## config.mk

```make
export PLATFORM = sky130hd
export DESIGN_NAME = aic_front
export DESIGN_NICKNAME = d
export VERILOG_FILES = /design/src/design/aic_pkg.sv /design/src/design/aic_front.sv
export SDC_FILE = /design/constraint.sdc
export NUM_CORES = 2
export LEC_CHECK = 0
export BUFFER_PORTS_ARGS = -buffer_cell sky130_fd_sc_hd__buf_2
export CORE_MARGIN = 2
export CORE_UTILIZATION = 55
export CTS_CLUSTER_DIAMETER = 100
export DETAILED_ROUTE_END_ITERATION = 6
export PLACE_DENSITY = 0.72
export REMOVE_ABC_BUFFERS = 1
export SLEW_MARGIN = 20
export SYNTH_ARGS = -nofsm -noshare
export SYNTH_HDL_FRONTEND = slang
export SYNTH_SLANG_ARGS = --single-unit
```

## constraint.sdc

```tcl
create_clock -name clock -period 9.46 [get_ports clock]
set_input_delay 1.892 -clock clock [delete_from_list [all_inputs] [get_ports clock]]
set_output_delay 1.892 -clock clock [all_outputs]
set_load 0.05 [all_outputs]
```

## src/design/aic_pkg.sv

```systemverilog
// ----------------------------------------------------------------------------
// Impact classifier package
// Shared types and constants for the accelerometer impact classifier.
// ----------------------------------------------------------------------------
package aic_pkg;

   typedef enum logic [1:0] {
      MOOD_NEUTRAL = 2'd0,
      MOOD_WEAK    = 2'd1,
      MOOD_STRONG  = 2'd2
   } mood_type;

   typedef enum logic [1:0] {
      EVENT_NONE   = 2'd0,
      EVENT_WEAK   = 2'd1,
      EVENT_STRONG = 2'd2,
      EVENT_REVERT = 2'd3
   } event_type;

   typedef enum logic {
      FUNC_SAMPLE = 1'b0,
      FUNC_HOLD   = 1'b1
   } func_type;

   localparam logic [1:0] CSR_STRONG_THR = 2'd0;
   localparam logic [1:0] CSR_WEAK_THR   = 2'd1;
   localparam logic [1:0] CSR_COOLDOWN   = 2'd2;
   localparam logic [1:0] CSR_HOLD       = 2'd3;

   localparam logic [63:0] STRONG_THR_RESET = 64'd133040906960896;
   localparam logic [63:0] WEAK_THR_RESET   = 64'd274877906944;
   localparam logic [15:0] COOLDOWN_RESET   = 16'd300;
   localparam logic [15:0] HOLD_RESET       = 16'd1500;

   typedef struct packed {
      func_type    func;
      logic [31:0] time_ms;
      logic [63:0] diff_sq;
   } aic_item_type;

   typedef struct packed {
      logic         valid;
      aic_item_type item;
   } aic_push_type;

   typedef struct packed {
      logic        valid;
      logic [1:0]  index;
      logic [63:0] data;
   } aic_csr_type;

endpackage

```

## src/design/aic_front.sv

```systemverilog
// ----------------------------------------------------------------------------
// Impact classifier front end
// Accepts transactions, forms the squared magnitude, its change against the
// previous sample and the square of that change, and pushes the result into
// the queue while holding enough queue credit for everything in flight.
// ----------------------------------------------------------------------------
module aic_front #(
   parameter int unsigned QUEUE_DEPTH = 8
) (
   input  logic                               clock,
   input  logic                               reset,
   input  logic                               req_valid,
   output logic                               req_stall,
   input  logic                               req_func,
   input  logic signed [15:0]                 req_accel_x,
   input  logic signed [15:0]                 req_accel_y,
   input  logic signed [15:0]                 req_accel_z,
   input  logic [31:0]                        req_time_ms,
   input  logic [$clog2(QUEUE_DEPTH+1)-1:0]   q_level,
   output aic_pkg::aic_push_type              push
);
   import aic_pkg::*;

   localparam int unsigned LevelWidth = $clog2(QUEUE_DEPTH + 1);

   logic                   accept;
   logic [1:0]             inflight;
   logic [LevelWidth:0]    occupancy;

   logic signed [31:0]     ext_x;
   logic signed [31:0]     ext_y;
   logic signed [31:0]     ext_z;
   logic signed [31:0]     sq_x;
   logic signed [31:0]     sq_y;
   logic signed [31:0]     sq_z;

   logic                   s1_valid_ff;
   func_type               s1_func_ff;
   logic [31:0]            s1_time_ff;
   logic [31:0]            s1_sqx_ff;
   logic [31:0]            s1_sqy_ff;
   logic [31:0]            s1_sqz_ff;

   logic [31:0]            mag_in;
   logic [31:0]            diff_in;
   logic [31:0]            prev_mag_ff;

   logic                   s2_valid_ff;
   func_type               s2_func_ff;
   logic [31:0]            s2_time_ff;
   logic [31:0]            s2_diff_ff;

   logic [63:0]            diff_sq_in;
   aic_push_type           push_ff;

   assign inflight  = {1'b0, s1_valid_ff} + {1'b0, s2_valid_ff} + {1'b0, push_ff.valid};
   assign occupancy = (LevelWidth + 1)'(q_level) + (LevelWidth + 1)'(inflight);
   assign req_stall = occupancy >= (LevelWidth + 1)'(QUEUE_DEPTH);
   assign accept    = req_valid & ~req_stall;

   assign ext_x = 32'(req_accel_x);
   assign ext_y = 32'(req_accel_y);
   assign ext_z = 32'(req_accel_z);
   assign sq_x  = ext_x * ext_x;
   assign sq_y  = ext_y * ext_y;
   assign sq_z  = ext_z * ext_z;

   assign mag_in  = s1_sqx_ff + s1_sqy_ff + s1_sqz_ff;
   assign diff_in = (mag_in >= prev_mag_ff) ? (mag_in - prev_mag_ff) : (prev_mag_ff - mag_in);

   assign diff_sq_in = {32'd0, s2_diff_ff} * {32'd0, s2_diff_ff};

   always_ff @(posedge clock) begin
      if (reset) begin
         s1_valid_ff   <= 1'b0;
         s2_valid_ff   <= 1'b0;
         push_ff.valid <= 1'b0;
         prev_mag_ff   <= '0;
      end else begin
         s1_valid_ff   <= accept;
         s2_valid_ff   <= s1_valid_ff;
         push_ff.valid <= s2_valid_ff;
         if (s1_valid_ff && (s1_func_ff == FUNC_SAMPLE)) begin
            prev_mag_ff <= mag_in;
         end
      end
      s1_func_ff           <= func_type'(req_func);
      s1_time_ff           <= req_time_ms;
      s1_sqx_ff            <= sq_x;
      s1_sqy_ff            <= sq_y;
      s1_sqz_ff            <= sq_z;
      s2_func_ff           <= s1_func_ff;
      s2_time_ff           <= s1_time_ff;
      s2_diff_ff           <= diff_in;
      push_ff.item.func    <= s2_func_ff;
      push_ff.item.time_ms <= s2_time_ff;
      push_ff.item.diff_sq <= diff_sq_in;
   end

   assign push = push_ff;

   a_credit_bound: assert property (@(posedge clock) disable iff (reset)
      occupancy <= (LevelWidth + 1)'(QUEUE_DEPTH))
      else $error("front end holds more items than the queue can take");

endmodule

```

Yosys cells after proc, flatten, opt, wreduce, memory -nomap -nowiden

Index checks and enable logic that the tools add are counted.

Bitwise gates (word level): 3
Multipliers: 4
Add/sub/neg operators: 7
Order comparisons: 2
Muxes and demuxes: 1
Reductions and logical operators: 1

Operators with widths:

| kind                 | count |
|---|---|
| $mul A16 B16 Y32     | 3 |
| $add A32 B32 Y32     | 2 |
| $mul A32 B32 Y64     | 1 |
| $sub A32 B32 Y32     | 2 |
| $ge A32 B32 Y1       | 1 |
| $mux W32             | 1 |
| $add A4 B2 Y5        | 1 |
| $ge A5 B4 Y1 const B | 1 |
| $add A1 B1 Y2        | 1 |
| $add A2 B1 Y2        | 1 |
| $not A1 Y1           | 2 |
| $and A1 B1 Y1        | 1 |
| $logic_and A1 B1 Y1  | 1 |

Logic and storage cells: 33
Input port bits: 88
Output and inout bits: 99
Register bits after elaboration: 326

Depth between registers and ports, before layout

Depth in word-level cells: 6
Depth in mapped cells: 30
Gate-level depth less buffers: 27

Worst setup path after synthesis

No wires, ideal clock.

Kind: in2reg
From: in req_accel_z[1]
To: reg s1_sqz_ff[30]
Buffers on the path: 2
Data arrival time: 7.853 ns
Data required time: 9.381 ns
Library setup time: 0.079 ns
Setup slack: 1.528 ns
Stages on the path: 23
Cells stage by stage: clkbuf_1 > clkbuf_1 > nand2_1 > inv_1 > fa_1 > inv_1 > fa_1 > fa_1 > fa_1 > fa_1 > inv_1 > fa_1 > ha_1 > and3_1 > a31oi_1 > a31oi_1 > nor3_1 > nand3_1 > a41oi_1 > o21bai_1 > a2111o_1 > a211o_1 > o211ai_1

Longest elaborated chain between the ends: 1

RTL lines:

| item                   | RTL line        | text |
|---|---|---|
| start: declaration     | aic_front.sv:17 | `input logic signed [15:0] req_accel_z,` |
| $mul A16 B16 Y32       | aic_front.sv:66 | `assign sq_z = ext_z * ext_z;` |
| net sq_z[30]           | aic_front.sv:35 | `logic signed [31:0] sq_z;` |
| end signal: assignment | aic_front.sv:91 | `s1_sqz_ff <= sq_z;` |
| end: declaration       | aic_front.sv:42 | `logic [31:0] s1_sqz_ff;` |

The timed path passes the listed nets, and every way through them passes these cells.
A chain may end at the register's enable or synchronous reset.

Worst setup path after layout

From: reg s2_diff_ff[9]
To: reg push_ff (netlist bit push[57])

Longest elaborated chain between the ends: 1

RTL lines:

| item                     | RTL line        | text |
|---|---|---|
| start: declaration       | aic_front.sv:51 | `logic [31:0] s2_diff_ff;` |
| start signal: assignment | aic_front.sv:94 | `s2_diff_ff <= diff_in;` |
| $mul A32 B32 Y64         | aic_front.sv:71 | `assign diff_sq_in = {32'd0, s2_diff_ff} * {32'd0, s2_diff_ff};` |
| net diff_sq_in[57]       | aic_front.sv:53 | `logic [63:0] diff_sq_in;` |
| end: declaration         | aic_front.sv:54 | `aic_push_type push_ff;` |

The timed path passes the listed nets, and every way through them passes these cells.

==> key figures <==
Outcome
  – Outcome: finished with violations
  – Failing checks: design-rule violations

Routing
  – DRC Markers: 8
  – DR iter-0 viols: 2688
  – Drt via density: 5.25
  – Mean routed wirelength per cell: 18.0 µm
  – Antenna viol nets, final: 0
  – DR vias: 47300
  – Drt first pass iters: 7
  – Routed Wire Length: 162000 µm

Critical path
  – Setup crit end kind: flop
  – Critical R2R Launch: s2_diff_ff[9]$_DFF_P_
  – Crit path max fanout: 18
  – Worst reg2reg setup slack: 0.85 ns
  – Required @ worst endpoint: 9.95 ns
  – Crit start category: flop
  – Setup CP Type: reg -> reg
  – RR Endpoint: push[57]$_DFF_P_
  – Worst r2r path cells: 22
  – Arr. time, crit path: 9.10 ns

Clocking
  – Resized cells post-CTS: 0
  – Worst-Skew Late Latency: 0.63 ns
  – H-Tree Depth: 2
  – Total CTS buffers: 42
  – Worst-path clk slew: 0.06 ns
  – Postcts setup bufs: 0
  – Hold Buf Count CTS: 0
  – CTS tree: built
  – Clk root buf: clkbuf_16
  – CTS max path bufs: 3
  – CTS Sinks: 322

Yosys
  – Yosys top cell by area: fa_1
  – Prevailing post-synth register cell: dfxtp_1
  – Post-synthesis adder-cell area fraction: 57.0%
  – Synth Area in Compound Gates: 7.03%
  – Yosys cell types: 89
  – Post-synthesis sequential area ratio: 9.39%
  – Combinational family with the most area after synthesis: adder cells
  – Syn Area/Cell: 9.45 µm²
  – Post-Synth Simple-Gate Area: 10.6%
  – Flops & latches, synth: 322
  – Yosys warning total: 0
  – Post-synth EDFFs: 0
  – Share of flip-flops with an asynchronous set or reset: 0%
  – Mux cell area share after synthesis: 0.215%
  – Yosys top cell area share: 45.1%
  – Cells after Synth: 7266
  – Synth top area cells: fa_1 (45%), ha_1 (12%), inv_1 (11%)
  – Syn Std Cell Area: 68600 µm²
  – Xor and xnor area share after synthesis: 3.56%

Min path
  – Min-delay worst type: reg -> reg
  – WHS Endpoint: s2_time_ff[15]$_DFF_P_
  – Hold depth: 0
  – Hold wc startpoint: s1_time_ff[15]$_DFF_P_

Global route
  – Initial antenna violation count: 2
  – Vias in the first global route: 53100
  – Largest net degree at the start of global routing: 37
  – Global-route wire length before repair: 271000 µm
  – Gr usage total: 26.8%
  – Congestion Overflow GR: 0

Timing
  – Final min period: 8.61 ns
  – Worst-Margin Slew: 1.21 ns
  – Relative slew slack: 19.4%
  – Setup_tns: 0 ns
  – Final Skew: 0.0425 ns
  – Final hold violations: 0
  – RSZ-0062 raised after global routing: false
  – Final Slew Violations: 0
  – Fmax: 116 MHz
  – Count of final setup violators: 0
  – Final period utilization: 91.0%

Floorplan
  – Placeable Area: 124000 µm²
  – Chip width: 357 µm
  – Die area: 128000 µm²
  – Initial Util: 55.4%
  – Die height: 357 µm
  – Ports: 187
  – Row Count: 129

Finish
  – Commonest non-fill, non-tap cell in the layout: inv_1
  – # nets final: 9614
  – Layout cells sized above 1: 5.19%
  – Most frequent cells in the layout: inv_1 (1972), fa_1 (1547), ha_1 (650)
  – Fin util: 58.6%
  – Area delta synth->final: 5.66%
  – Finished Layout Cells: 9000

Place
  – Post-DP HPWL: 137000 µm
  – Inst Count DP: 8922
  – GP Congestion: 0.960
  – Port buffer count: 185

Run
  – Max-Cap Viols: 0
-- state kept, by name (all words and copies together), names as in the netlist --
| register | flops |
|---|---|
| s2_func_ff | 1 |
| prev_mag_ff | 32 |
| s1_valid_ff | 1 |
| s2_valid_ff | 1 |
| s1_sqy_ff | 31 |
| s1_time_ff | 32 |
| push | 97 |
| s2_time_ff | 32 |
| s2_diff_ff | 32 |
| s1_func_ff | 1 |
| s1_sqz_ff | 31 |
| s1_sqx_ff | 31 |
-- cell type report --
type | instances | area, µm²
Clock buffer | 48 | 1100
Clock inverter | 29 | 267
Timing Repair Buffer | 246 | 1380
Sequential cell | 322 | 6450
Fill cell | 10700 | 51300
Tap cell | 1637 | 2050
Antenna cell | 1 | 2.50
Inverter | 1978 | 7420
Multi-Input combinational cell | 4739 | 53800
-- stage by stage --
step                setup slack [ns]  hold WS [ns]  area (µm²)
floorplan                       1.87         0.310       67700
global placement                1.04         0.310       71100
detailed placement             0.875         0.312       71100
CTS                            0.860         0.320       72500
global route                   0.475         0.329       72500
finish                         0.849         0.319       72500
-- worst max path at each step --
stage,from,end,slack [ns],depth (start not counted)
final,s2_diff_ff[9]$_DFF_P_,push[57]$_DFF_P_,0.85,22
after global routing,s2_diff_ff[9]$_DFF_P_,push[57]$_DFF_P_,0.47,22
after CTS,s2_diff_ff[9]$_DFF_P_,push[57]$_DFF_P_,0.86,22
after detailed placement,s2_diff_ff[9]$_DFF_P_,push[57]$_DFF_P_,0.87,22
after global placement,s2_diff_ff[29]$_DFF_P_,push[63]$_DFF_P_,1.04,25
after floorplan,req_accel_z[15],s1_sqz_ff[30]$_DFF_P_,1.87,21
-- kinds of logic (layout without fill, tap and decap cells) --
kind of cell,count (synthesis),count (layout)
buffers and inverters,2207,2301
adders and majority gates,2197,2197
and+or+nand+nor,1502,1502
AOI/OAI and AO/OA,743,743
DFF,322,322
xor gates and xnor gates,279,279
muxes,14,14
other,2,5
-- cell usage after synthesis (all sizes together), types with 41 or more instances --
cell,instances
clkbuf,188
and2,371
nor2,204
nand3,59
fa,1547
o21ai,122
buf,41
xnor2,181
nor2b,45
ha,650
a21oi,255
dfxtp,322
xor2,98
nand2b,45
a21o,118
inv,1974
nand2,615
-- per-layer routing --
layer / track usage (%) / up-vias / wire (µm)
li1: - / 21800 / -
met1: 34.4 / 23900 / 66000
met2: 46.8 / 1326 / 80700
met3: 3.76 / 291 / 9290
met4: 8.61 / 2 / 5810
met5: 0 / - / 11
-- critical path: stages (launching register included) --
cell      delay [ns]
dfxtp_1         0.84
inv_1           0.41
nor2_1          0.31
fa_1            0.49
fa_1            0.56
inv_1           0.06
fa_1            0.51
fa_1            0.53
inv_1           0.06
fa_1            0.56
fa_1            0.44
fa_1            0.40
fa_1            0.48
ha_1            0.46
nand4_1         0.17
or3_1           0.35
a311oi_1        0.23
o21ai_1         0.19
a21oi_1         0.46
a21oi_1         0.25
o21ai_1         0.39
a311oi_1        0.17
xnor2_1         0.15
Power is left out: the tool's default activity adds up to more than one toggle a clock period on the data nets, which glitch-free logic cannot reach.
