## config.mk

```make
export PLATFORM = sky130hd
export DESIGN_NAME = aic_queue
export DESIGN_NICKNAME = d
export VERILOG_FILES = /design/src/design/aic_pkg.sv /design/src/design/aic_queue.sv
export SDC_FILE = /design/constraint.sdc
export NUM_CORES = 1
export LEC_CHECK = 0
export ABC_AREA = 1
export ABC_CLOCK_PERIOD_IN_PS = 5600
export BUFFER_PORTS_ARGS = -buffer_cell sky130_fd_sc_hd__buf_2
export CAP_MARGIN = 20
export CORE_ASPECT_RATIO = 0.75
export CORE_MARGIN = 2
export CORE_UTILIZATION = 34
export DETAILED_ROUTE_END_ITERATION = 10
export SETUP_SLACK_MARGIN = 0.1
export SKIP_CTS_REPAIR_TIMING = 1
export SYNTH_ARGS = -nofsm -noshare
export SYNTH_HDL_FRONTEND = slang
export SYNTH_SLANG_ARGS = --single-unit
export TNS_END_PERCENT = 30
```

## constraint.sdc

```tcl
create_clock -name clock -period 5.6 [get_ports clock]
set_input_delay 0.56 -clock clock [delete_from_list [all_inputs] [get_ports clock]]
set_output_delay 0.56 -clock clock [all_outputs]
set_load 0.1 [all_outputs]
```

## src/design/aic_pkg.sv

```systemverilog
// ----------------------------------------------------------------------------
// Impact classifier package
// Shared types and constants for the accelerometer impact classifier.
// ----------------------------------------------------------------------------
package aic_pkg;

   typedef enum logic [1:0] {
      MOOD_NEUTRAL = 2'd0,
      MOOD_WEAK    = 2'd1,
      MOOD_STRONG  = 2'd2
   } mood_type;

   typedef enum logic [1:0] {
      EVENT_NONE   = 2'd0,
      EVENT_WEAK   = 2'd1,
      EVENT_STRONG = 2'd2,
      EVENT_REVERT = 2'd3
   } event_type;

   typedef enum logic {
      FUNC_SAMPLE = 1'b0,
      FUNC_HOLD   = 1'b1
   } func_type;

   localparam logic [1:0] CSR_STRONG_THR = 2'd0;
   localparam logic [1:0] CSR_WEAK_THR   = 2'd1;
   localparam logic [1:0] CSR_COOLDOWN   = 2'd2;
   localparam logic [1:0] CSR_HOLD       = 2'd3;

   localparam logic [63:0] STRONG_THR_RESET = 64'd133040906960896;
   localparam logic [63:0] WEAK_THR_RESET   = 64'd274877906944;
   localparam logic [15:0] COOLDOWN_RESET   = 16'd300;
   localparam logic [15:0] HOLD_RESET       = 16'd1500;

   typedef struct packed {
      func_type    func;
      logic [31:0] time_ms;
      logic [63:0] diff_sq;
   } aic_item_type;

   typedef struct packed {
      logic         valid;
      aic_item_type item;
   } aic_push_type;

   typedef struct packed {
      logic        valid;
      logic [1:0]  index;
      logic [63:0] data;
   } aic_csr_type;

endpackage

```

## src/design/aic_queue.sv

```systemverilog
// ----------------------------------------------------------------------------
// Impact classifier queue
// Small first-in first-out buffer between the front end and the back end.
// ----------------------------------------------------------------------------
module aic_queue #(
   parameter int unsigned QUEUE_DEPTH = 8
) (
   input  logic                               clock,
   input  logic                               reset,
   input  aic_pkg::aic_push_type              push,
   input  logic                               pop,
   output logic                               head_valid,
   output aic_pkg::aic_item_type              head_item,
   output logic [$clog2(QUEUE_DEPTH+1)-1:0]   level
);
   import aic_pkg::*;

   localparam int unsigned PtrWidth   = $clog2(QUEUE_DEPTH);
   localparam int unsigned LevelWidth = $clog2(QUEUE_DEPTH + 1);

   aic_item_type          entry_ff [QUEUE_DEPTH];
   logic [PtrWidth-1:0]   wr_ptr_ff;
   logic [PtrWidth-1:0]   rd_ptr_ff;
   logic [LevelWidth-1:0] level_ff;

   assign head_valid = level_ff != '0;
   assign head_item  = entry_ff[rd_ptr_ff];
   assign level      = level_ff;

   always_ff @(posedge clock) begin
      if (reset) begin
         wr_ptr_ff <= '0;
         rd_ptr_ff <= '0;
         level_ff  <= '0;
      end else begin
         if (push.valid) begin
            wr_ptr_ff <= (wr_ptr_ff == PtrWidth'(QUEUE_DEPTH - 1)) ? '0 : wr_ptr_ff + 1'b1;
         end
         if (pop) begin
            rd_ptr_ff <= (rd_ptr_ff == PtrWidth'(QUEUE_DEPTH - 1)) ? '0 : rd_ptr_ff + 1'b1;
         end
         if (push.valid && !pop) begin
            level_ff <= level_ff + 1'b1;
         end else if (!push.valid && pop) begin
            level_ff <= level_ff - 1'b1;
         end
      end
      if (push.valid) begin
         entry_ff[wr_ptr_ff] <= push.item;
      end
   end

   a_no_overflow: assert property (@(posedge clock) disable iff (reset)
      push.valid |-> (level_ff < LevelWidth'(QUEUE_DEPTH)) || pop)
      else $error("queue written while full");

   a_no_underflow: assert property (@(posedge clock) disable iff (reset)
      pop |-> head_valid)
      else $error("queue read while empty");

endmodule

```

Word level (Yosys, flattened, before mapping)
Memory sizes are Yosys's and may differ from the RTL's. A register that Yosys moved wholly into a read port is not among the register bits.
Index checks and enable logic that the tools add are counted.
W data, S select, Z words.

cells by class
  add/subtract/negate cells = 4
  equality and inequality tests = 2
  multiplexer cells = 8
  reductions and logical operators = 6

operators by type and width
  cell                   count
  $mux W3                4
  $mux W4                2
  $add A3 B1 Y3 const B  2
  $eq A3 B3 Y1 const B   2
  $add A4 B1 Y4 const B  1
  $reduce_bool A4 Y1     1
  $sub A4 B1 Y4 const B  1
  $logic_and A1 B1 Y1    2
  $logic_not A1 Y1       2
  $mux W1                2
  $reduce_bool A2 Y1     1

word-level totals
  register bits after elaboration = 10
  bits in writable memories = 776
  input bits = 101
  output and inout bits = 102
  word-level logic and storage cells = 24
  memories = 1

memory list
  name      words  bits a word  rd ports  clocked after memory_dff  wr ports  RTL line         source
  entry_ff  8      97           1         1                         1         aic_queue.sv:21  aic_item_type entry_ff [QUEUE_DEPTH];

Depth between registers and ports, before layout
Gate-level depths: netlist of run 1.

  depth in word-level cells = 4
  depth in mapped cells = 11
  depth with buffers taken out = 11

Worst setup path before layout of run 1
OpenSTA, ideal clock, no wires.

  path type = input to register
  from = input port push[97] in the netlist's numbering
  to = memory entry_ff[1][0] in the netlist's numbering (enable)
  library setup time = 0.554 ns
  arrival time = 4.728 ns
  data required time = 5.046 ns
  setup slack = 0.318 ns
  stages = 2
  buffers on the path = 0
  path through = nand2_1 -> nor2_1

between the ends
  word-level cells in the longest chain between the ends = 2

ends and longest elaborated chain
  element                        RTL line         source
  from (decl)                    aic_queue.sv:10  input aic_pkg::aic_push_type push,
  $mux W1                        aic_queue.sv:48  if (push.valid) begin
  $mux W1 (not written as such)  aic_queue.sv:49  entry_ff[wr_ptr_ff] <= push.item;
  to (decl)                      aic_queue.sv:21

No other way between the ends.

==> metrics.csv, run 1 <==
metric,value,unit
register bit total from synthesis,789,
worst path cell trace,inv_8 > buf_12 > o21ai_0 > nand2_1 > nand2_1 > nand2_1 > buf_2,
run status,"complete, no violations",
crit-path leading delay family,buffers and inverters,
gpl congestion,0.717,
Crit Path Max Fanout,169,
CTS root buffer,clkbuf_16,
syn avg cell area,11.8,sq um
CP Data Arrival Time,3.44,ns
starting density of the core,34.4,%
Reg2Reg Launch Point,wr_ptr_ff[0],
die area,95300,sq um
Levels on crit path,7,
Slowest Stage Delay on Critical Path,0.67,ns
main combinational cell family by area after synthesis,simple AND/OR/NAND/NOR gates,
final instance area,36100,sq um
crit path capture,head_item[75],
Leak,13.1,nW
drt first pass iters,5,
Global Route Usage Sum,15.8,%
R2R depth,4,
Ports,203,
hpwl dp,35.9,mm
residual overflow from global routing,0,
Max Clk Rate,0.250,GHz
final worst path period share,71.4,%
Setup CP Type,flip-flop to output port,
most frequent CP cell,nand2_1,
final-stage net count,2935,
Slew @ Worst Pin,1.06,ns
CTS H-tree lvls,3,
DR WL/cell,18.5,um
# fillers,8734,
startpoint types,flip-flop,
Synth area leaders,"edfxtp_1, nor2_1, nand2_1",
"Slowest-stage cell, CP",inv_8,
Slew HR,29.6,%
# DRC,0,
Placement Cell Area,33600,sq um
post-place setup slack,2.19,ns
final worst slack,1.60,ns
reg2reg end,entry_ff[3][96],
Num CTS Buffers,82,
peak supply drop,0.000231,V
synth-to-layout area growth,14.6,%
Cell variety after synth,20,
syn_nets,2776,
simple-gate share of the synthesized area,15.5,%
cells after synthesis,2667,
fraction of final layout cells sized beyond drive strength 1,12.2,%
share of the synthesized area in the top cell type,73.9,%
"Hold Vio Cnt, Final",0,
Skew-Pair Late Insertion Delay,0.63,ns
total of max-cap violations,0,
post-route ant nets,0,
initial antenna violation count,12,
Worst Setup End Kind,output port,
Die X,356,um
multi-input logic area,7080,sq um
maximum clock path buffer count,3,
Synth Area in XOR/XNOR,0.0278,%
endpoints failing setup,0,
WP data required,5.04,ns
std cell rows,96,
max-slew violations,0,
initial DRC count,1598,
"area leader, netlist",edfxtp_1,
worst reg2reg setup slack,3.23,ns
Reg area,23600,sq um
sequential area share after synthesis,74.7,%
Worst Hold Class,primary input to flip-flop,
"Reg clk slew, reported paths",0.06,ns
post-synthesis mux area share,0,%
Final min period,4.00,ns
Die Y-Extent,268,um
largest net degree at the start of global routing,189,
Syn. warnings,0,
first-pass GRT wire length,115,mm
CTS tree,done,
buffers and inverters on the worst path,3,
setup TNS,0,ns
Synth Area in Compound Gates,6.37,%
Post-Route Skew,0.0195,ns
total core area,91600,sq um
clock sink count,789,
Synth Area in Adders,0.341,%
Vias/cell,4.73,
vias in the first global route,18900,
port buffer count,202,
PwrDens,387,nW/um^2
vias,19500,
unrepaired setup endpoints after global routing,false,
post-synthesis cell area,31500,sq um
Total Wirelength,76.1,mm
## synth_stat cells
cell type	count
a211oi_1	1
a21oi_1	7
clkbuf_1	36
dfxtp_1	13
buf_1	23
buf_4	4
ha_1	7
xor2_1	1
edfxtp_1	776
buf_6	34
inv_1	15
or2_2	1
fa_1	1
nand2_1	503
buf_2	52
o21ai_1	101
nand3_1	5
o21ai_0	292
nor2_1	792
inv_2	3
## placed cells by master (no fill, tap or decap), types with 4 or more instances in the layout
cell,n
clkinv_2,14
o21ai_1,101
nand3_1,5
buf_12,13
buf_4,9
ha_1,7
inv_1,15
o21ai_0,292
nor2_4,8
inv_6,4
clkbuf_1,21
clkinv_1,17
a21oi_1,7
edfxtp_1,776
nor2_1,784
nand2_1,503
clkbuf_16,84
dfxtp_1,10
clkinvlp_4,4
buf_2,202
## how the worst min path moves through the flow
stage	start	end	slack, ns	cells after the start
finish	reset	wr_ptr_ff[1]	0.18	2
global route	reset	wr_ptr_ff[1]	0.14	2
CTS	reset	wr_ptr_ff[1]	0.12	2
detailed placement	rd_ptr_ff[1]	flip-flop	0.47	2
global placement	rd_ptr_ff[1]	flip-flop	0.47	2
floorplan	rd_ptr_ff[0]	flip-flop	0.45	1
## layout make-up
type                            instances  share of cell area (%)
Clock inverter                         46                   0.959
Tap cell                             1225                    4.24
Clock buffer                          105                    6.03
Sequential cell                       789                    65.2
Multi-Input combinational cell       1711                    19.6
Antenna cell                            2                  0.0138
Inverter                               18                   0.229
Timing Repair Buffer                  224                    3.70
## per-layer routing
| layer | part of all wire (%) | GRT usage (%) | vias up |
|---|---|---|---|
| li1 | - | - | 9462 |
| met1 | 47 | 22.3 | 9449 |
| met2 | 45 | 24.6 | 443 |
| met3 | 5.8 | 3.42 | 129 |
| met4 | 2.0 | 4.19 | 20 |
| met5 | 0.18 | 0 | - |
## worst register-to-register path: cells and delay by family (launching register included)
kind | cells | cell delay [ns]
buffers and inverters | 2 | 1.18
AND/OR/NAND/NOR | 2 | 0.43
flip-flops | 1 | 0.35
## per-stage QoR
stage	cells	power (mW)	hold WS, ns	util (%)
floorplan	2667	8.48	0.454	-
global placement	3967	8.94	0.469	36.7
CTS	4118	14.2	0.121	39.4
detailed placement	3967	8.95	0.473	36.7
finish	4120	14.0	0.175	39.4
global route	4118	14.5	0.144	39.4
## state kept, by name, indices dropped and copies added, names as in the netlist, named ones only
| name | cells |
|---|---|
| entry_ff | 776 |
| level | 4 |
| rd_ptr_ff | 3 |
| wr_ptr_ff | 3 |
## power by group
part           internal, mW  leakage [nW]  switching [mW]
registers              6.65          7.16          0.0613
logic                 0.361          4.70            1.74
clock network          2.91          1.23            2.27
## cell families after synthesis
group,Yosys count
xor gates and xnor gates,1
buffers and inverters,167
DFF,789
AOI/OAI and AO/OA,401
adders and majority gates,8
and+or+nand+nor,1301
Note: power is estimated with default switching activity, not from simulation.
==> run 2, diff against run 1 <==
- ABC_CLOCK_PERIOD_IN_PS: 5600 -> 3300
- clock period: 5.6 -> 3.3 ns (I/O delays scaled with it)
==> metrics.csv, run 2 (synthesized netlist as in run 1, its figures left out) <==
metric,value,unit,change
run status,"complete, no violations",,
DR WL/cell,17.6,um,-4.5%
total of max-cap violations,0,,unchanged
reg2reg end,entry_ff[6][75],,
std cell rows,96,,unchanged
max-slew violations,0,,unchanged
final worst path period share,92.3,%,
Die Y-Extent,268,um,unchanged
starting density of the core,34.4,%,unchanged
vias in the first global route,18600,,-1.7%
metal3 WL,4.45,mm,+1.5%
WP data required,2.97,ns,-2.07 ns
Vias/cell,4.69,,-0.82%
initial DRC count,1633,,+2.2%
final-stage net count,3049,,+3.9%
drt first pass iters,5,,unchanged
Largest Register,entry_ff,,
Reg2Reg Launch Point,wr_ptr_ff[0],,
sequential power share,45.3,%,-2.7 points
combinational power share,17.0,%,+2.0 points
Hold Crit Start,push[81],,
CTS tree,done,,
Num CTS Buffers,82,,unchanged
"Reg clk slew, reported paths",0.07,ns,about the same
Slew HR,41.0,%,+11 points
CP Data Arrival Time,2.72,ns,-0.72 ns
# DRC,0,,unchanged
PwrDens,649,nW/um^2,+68%
Setup CP Type,flip-flop to output port,,
Global Route Usage Sum,15.5,%,-0.30 points
Clk pwr share,37.7,%,+0.7 points
Ports,203,,unchanged
Die X,356,um,unchanged
Total Wirelength,74.7,mm,-1.8%
fraction of final layout cells sized beyond drive strength 1,12.8,%,+0.60 points
unrepaired setup endpoints after global routing,true,,
R2R depth,4,,unchanged
final worst slack,0.253,ns,-1.35 ns
# fillers,8428,,-3.5%
Leak,14.1,nW,+7.9%
Met1 Wirelength,35.4,mm,-0.97%
vias,19900,,+2.0%
Hold EP,entry_ff[0][81],,
worst reg2reg setup slack,1.37,ns,-1.86 ns
total core area,91600,sq um,unchanged
highest routed layer,met5,,
Post-Route Skew,0.0216,ns,+0.00219 ns
post-route ant nets,0,,unchanged
max FFs per register,776,,unchanged
die area,95300,sq um,unchanged
Final Util,42.2,%,+2.8 points
switching share of total power,27.8,%,-1.3 points
clock sink count,789,,unchanged
CTS root buffer,clkbuf_16,,
worst hold stages,1,,-1
Skew-Pair Late Insertion Delay,0.62,ns,about the same
Slew @ Worst Pin,0.880,ns,-0.175 ns
initial antenna violation count,4,,-8
Worst Hold Class,primary input to flip-flop,,
Max Clk Rate,0.328,GHz,
endpoints failing setup,0,,unchanged
CTS H-tree lvls,3,,unchanged
synth-to-layout area growth,22.6,%,
peak supply drop,0.000488,V,+110%
hpwl dp,38.5,mm,+7.5%
largest net degree at the start of global routing,145,,-23%
Int Power,18.1,mW,+83%
Worst Setup End Kind,output port,,
Final min period,3.05,ns,
startpoint types,flip-flop,,
port buffer count,202,,unchanged
metal2 WL,33.4,mm,-2.6%
residual overflow from global routing,0,,unchanged
first-pass GRT wire length,113,mm,-1.7%
switching pwr,6.97,mW,+72%
"commonest non-fill, non-tap cells in the layout","nor2_1, edfxtp_1, nand2_1",,
"commonest non-fill, non-tap cell in the layout",nor2_1,,
post-place setup slack,0.867,ns,-1.32 ns
gpl congestion,0.711,,-0.84%
"Hold Vio Cnt, Final",0,,unchanged
maximum clock path buffer count,3,,unchanged
Crit Path Max Fanout,73,,-57%
run 2: changes by cell type in the layout (fill, tap and decap cells not counted), sizes merged:
cell,before,now
dlygate4sd3,0,91
buf,224,246
bufinv,3,12
clkbuf,105,100
diode,2,6
clkinv,36,33
run 2: layout make-up:
cell class | count | area [sq um] | area share (%)
clock inverters | 52 | 573 | 1.48
flip-flops and latches | 789 | 23600 | 61.0
clock buffers | 99 | 2180 | 5.64
diodes | 6 | 15.0 | 0.0388
inverters | 18 | 82.6 | 0.214
well taps | 1225 | 1530 | 3.96
repair buffers | 338 | 3630 | 9.40
multi-input cells | 1711 | 7080 | 18.3
run 2: power by group through the flow:
| stage | Combinational, mW | Sequential [mW] | Clock (mW) |
|---|---|---|---|
| after floorplan | 2.76 | 11.6 | 0 |
| final | 4.27 | 11.4 | 9.47 |
| after global placement | 4.18 | 11.6 | 0 |
| after global routing | 4.57 | 11.4 | 10.1 |
| after detailed placement | 4.20 | 11.6 | 0 |
| after CTS | 4.21 | 11.4 | 9.68 |
run 2: stage by stage:
step                hold WS, ns  setup TNS [ns]  instance area (sq um)  cells  power, mW
floorplan                 0.399         -130.29                  31600   2667       14.4
global route           0.000608               0                  38700   4235       26.0
global placement          0.477               0                  35000   3990       15.8
finish                   0.0194               0                  38700   4238       25.1
detailed placement        0.494               0                  35000   3990       15.8
CTS                     -0.0803               0                  37700   4141       25.2
run 2: metal layers:
| metal | vias to the layer above | track usage, % |
|---|---|---|
| met3 | 99 | 2.78 |
| met5 | - | 0 |
| met1 | 9555 | 22.7 |
| met2 | 537 | 23.7 |
| met4 | 2 | 4.09 |
| li1 | 9704 | - |
run 2: worst max path at each step:
stage,startpoint,end,slack [ns],cells after the start
after floorplan,wr_ptr_ff[0],entry_ff[0][0],-0.18,3
after global placement,flip-flop,head_item[93],0.89,8
after detailed placement,flip-flop,head_item[16],0.87,9
after CTS,flip-flop,head_item[16],0.19,9
after global routing,flip-flop,head_item[16],0.06,9
final,flip-flop,head_item[16],0.25,9
run 2: worst max-delay path, stage by stage (launching register included):
cell,delay [ns]
dfxtp_4,0.41
buf_12,0.33
buf_4,0.36
nor2_1,0.08
nor2_1,0.11
o21ai_0,0.12
nand2_1,0.10
nand2_1,0.05
nand2_1,0.09
buf_2,0.43
==> run 3, diff against run 2 <==
- CORE_UTILIZATION: 34 -> 30
==> metrics.csv, run 3 (synthesized netlist as in run 1, its figures left out) <==
metric,value,unit,change
run status,"complete, no violations",,
drt first pass iters,5,,unchanged
CTS root buffer,clkbuf_16,,
final-stage net count,3081,,+1.0%
"commonest non-fill, non-tap cells in the layout","nor2_1, edfxtp_1, nand2_1",,
Slowest Stage Delay on Critical Path,0.49,ns,+0.06 ns
Placement Cell Area,35300,sq um,+0.88%
"Hold Vio Cnt, Final",0,,unchanged
final worst slack,0.336,ns,+0.0832 ns
Die Y-Extent,285,um,+6.4%
Worst Hold Class,primary input to flip-flop,,
Num CTS Buffers,83,,+1.2%
"commonest non-fill, non-tap cell in the layout",nor2_1,,
Max Clk Rate,0.337,GHz,+2.8%
std cell rows,102,,+6.3%
synth-to-layout area growth,23.2,%,
final instance area,38900,sq um,+0.51%
"Reg clk slew, reported paths",0.06,ns,about the same
hpwl dp,42.8,mm,+11%
startpoint types,flip-flop,,
buffers and inverters on the worst path,3,,unchanged
Slew HR,35.2,%,-5.8 points
Total Wirelength,80.4,mm,+7.5%
Hold Crit Start,pop,,
worst path cell trace,buf_12 > buf_4 > nor2_1 > nor2_1 > o21ai_0 > nand2_1 > nand2_1 > nand2_1 > buf_12,,
setup TNS,0,ns,unchanged
largest net degree at the start of global routing,104,,-28%
vias,20100,,+1.1%
residual overflow from global routing,0,,unchanged
worst hold stages,3,,+2
Non-Filler Instances,4441,,+4.8%
Skew-Pair Late Insertion Delay,0.66,ns,+0.04 ns
post-place setup slack,0.811,ns,-0.0567 ns
peak supply drop,0.000366,V,-25%
CTS tree,done,,
endpoints failing setup,0,,unchanged
Crit Path Max Fanout,38,,-48%
Leak,14.1,nW,about the same
gpl congestion,0.729,,+2.4%
Slew @ Worst Pin,0.966,ns,+0.0860 ns
vias in the first global route,19200,,+3.2%
final worst path period share,89.8,%,-2.5 points
Worst Setup End Kind,output port,,
CP Data Arrival Time,2.63,ns,-0.09 ns
Levels on crit path,9,,unchanged
unrepaired setup endpoints after global routing,false,,
Die X,378,um,+6.4%
Post-Route Skew,0.0264,ns,+0.00472 ns
reg2reg end,entry_ff[3][43],,
port buffer count,202,,unchanged
Ports,203,,unchanged
fraction of final layout cells sized beyond drive strength 1,12.9,%,+0.13 points
Global Route Usage Sum,14.8,%,-0.69 points
Vias/cell,4.53,,-3.6%
WP data required,2.97,ns,about the same
Final Util,37.5,%,-4.7 points
clock sink count,789,,unchanged
Final min period,2.96,ns,-0.0832 ns
max FFs per register,776,,unchanged
most frequent CP cell,nand2_1,,
placed cell count,4187,,+4.9%
# DRC,0,,unchanged
post-route ant nets,0,,unchanged
Largest Register,entry_ff,,
die area,108000,sq um,+13%
DR WL/cell,18.1,um,+2.6%
max-slew violations,0,,unchanged
R2R depth,3,,-1
Reg2Reg Launch Point,wr_ptr_ff[0],,
crit-path leading delay family,buffers and inverters,,
maximum clock path buffer count,3,,unchanged
Setup CP Type,flip-flop to output port,,
starting density of the core,30.4,%,-4.0 points
total core area,104000,sq um,+13%
Hold EP,rd_ptr_ff[2],,
initial DRC count,1594,,-2.4%
CTS H-tree lvls,3,,unchanged
worst reg2reg setup slack,1.19,ns,-0.18 ns
first-pass GRT wire length,121,mm,+7.0%
"Slowest-stage cell, CP",dfxtp_4,,
initial antenna violation count,11,,+7
PwrDens,632,nW/um^2,-2.6%
total of max-cap violations,0,,unchanged
==> run 3: final cells by class <==
| cell class | instances | area, sq um |
|---|---|---|
| antenna | 5 | 12.5 |
| tap | 1404 | 1760 |
| fill | 9935 | 64900 |
| sequential | 789 | 23600 |
| multi-input combinational | 1711 | 7080 |
| timing repair buffer | 369 | 3830 |
| clock inverter | 47 | 357 |
| clock buffer | 98 | 2180 |
| inverter | 18 | 82.6 |
==> run 3: where the power goes <==
group          leakage, nW  internal (mW)  switching (mW)
clock                 1.23           5.08            3.86
combinational         5.74           1.15            3.13
sequential            7.16           11.3          0.0679
==> run 3: layer usage <==
layer	GRT usage, %	routed length, um
met4	4.17	1700
met3	3.81	4700
met2	21.6	34900
met5	0	79
met1	21.6	39000
==> run 3: metrics by stage <==
step / hold slack (ns) / total power [mW]
2_1_floorplan: 0.399 / 14.4
3_3_place_gp: 0.482 / 15.8
3_5_place_dp: 0.484 / 15.8
4_1_cts: -0.137 / 24.8
5_1_grt: 0.0634 / 25.5
6_report: 0.0632 / 24.6
==> run 3: tightest hold or removal path, cell delays in order <==
cell and delay, ns:
buf_2 0.13, o21ai_0 0.09, nor2_1 0.11
==> run 3: how the worst max path moves through the flow <==
| stage | slack [ns] | from | end |
|---|---|---|---|
| 2_1_floorplan | -0.18 | wr_ptr_ff[0] | entry_ff[0][0] |
| 3_3_place_gp | 0.80 | flip-flop | head_item[39] |
| 3_5_place_dp | 0.81 | flip-flop | head_item[27] |
| 4_1_cts | 0.07 | flip-flop | head_item[27] |
| 5_1_grt | 0.12 | flip-flop | head_item[27] |
| 6_report | 0.34 | flip-flop | head_item[27] |
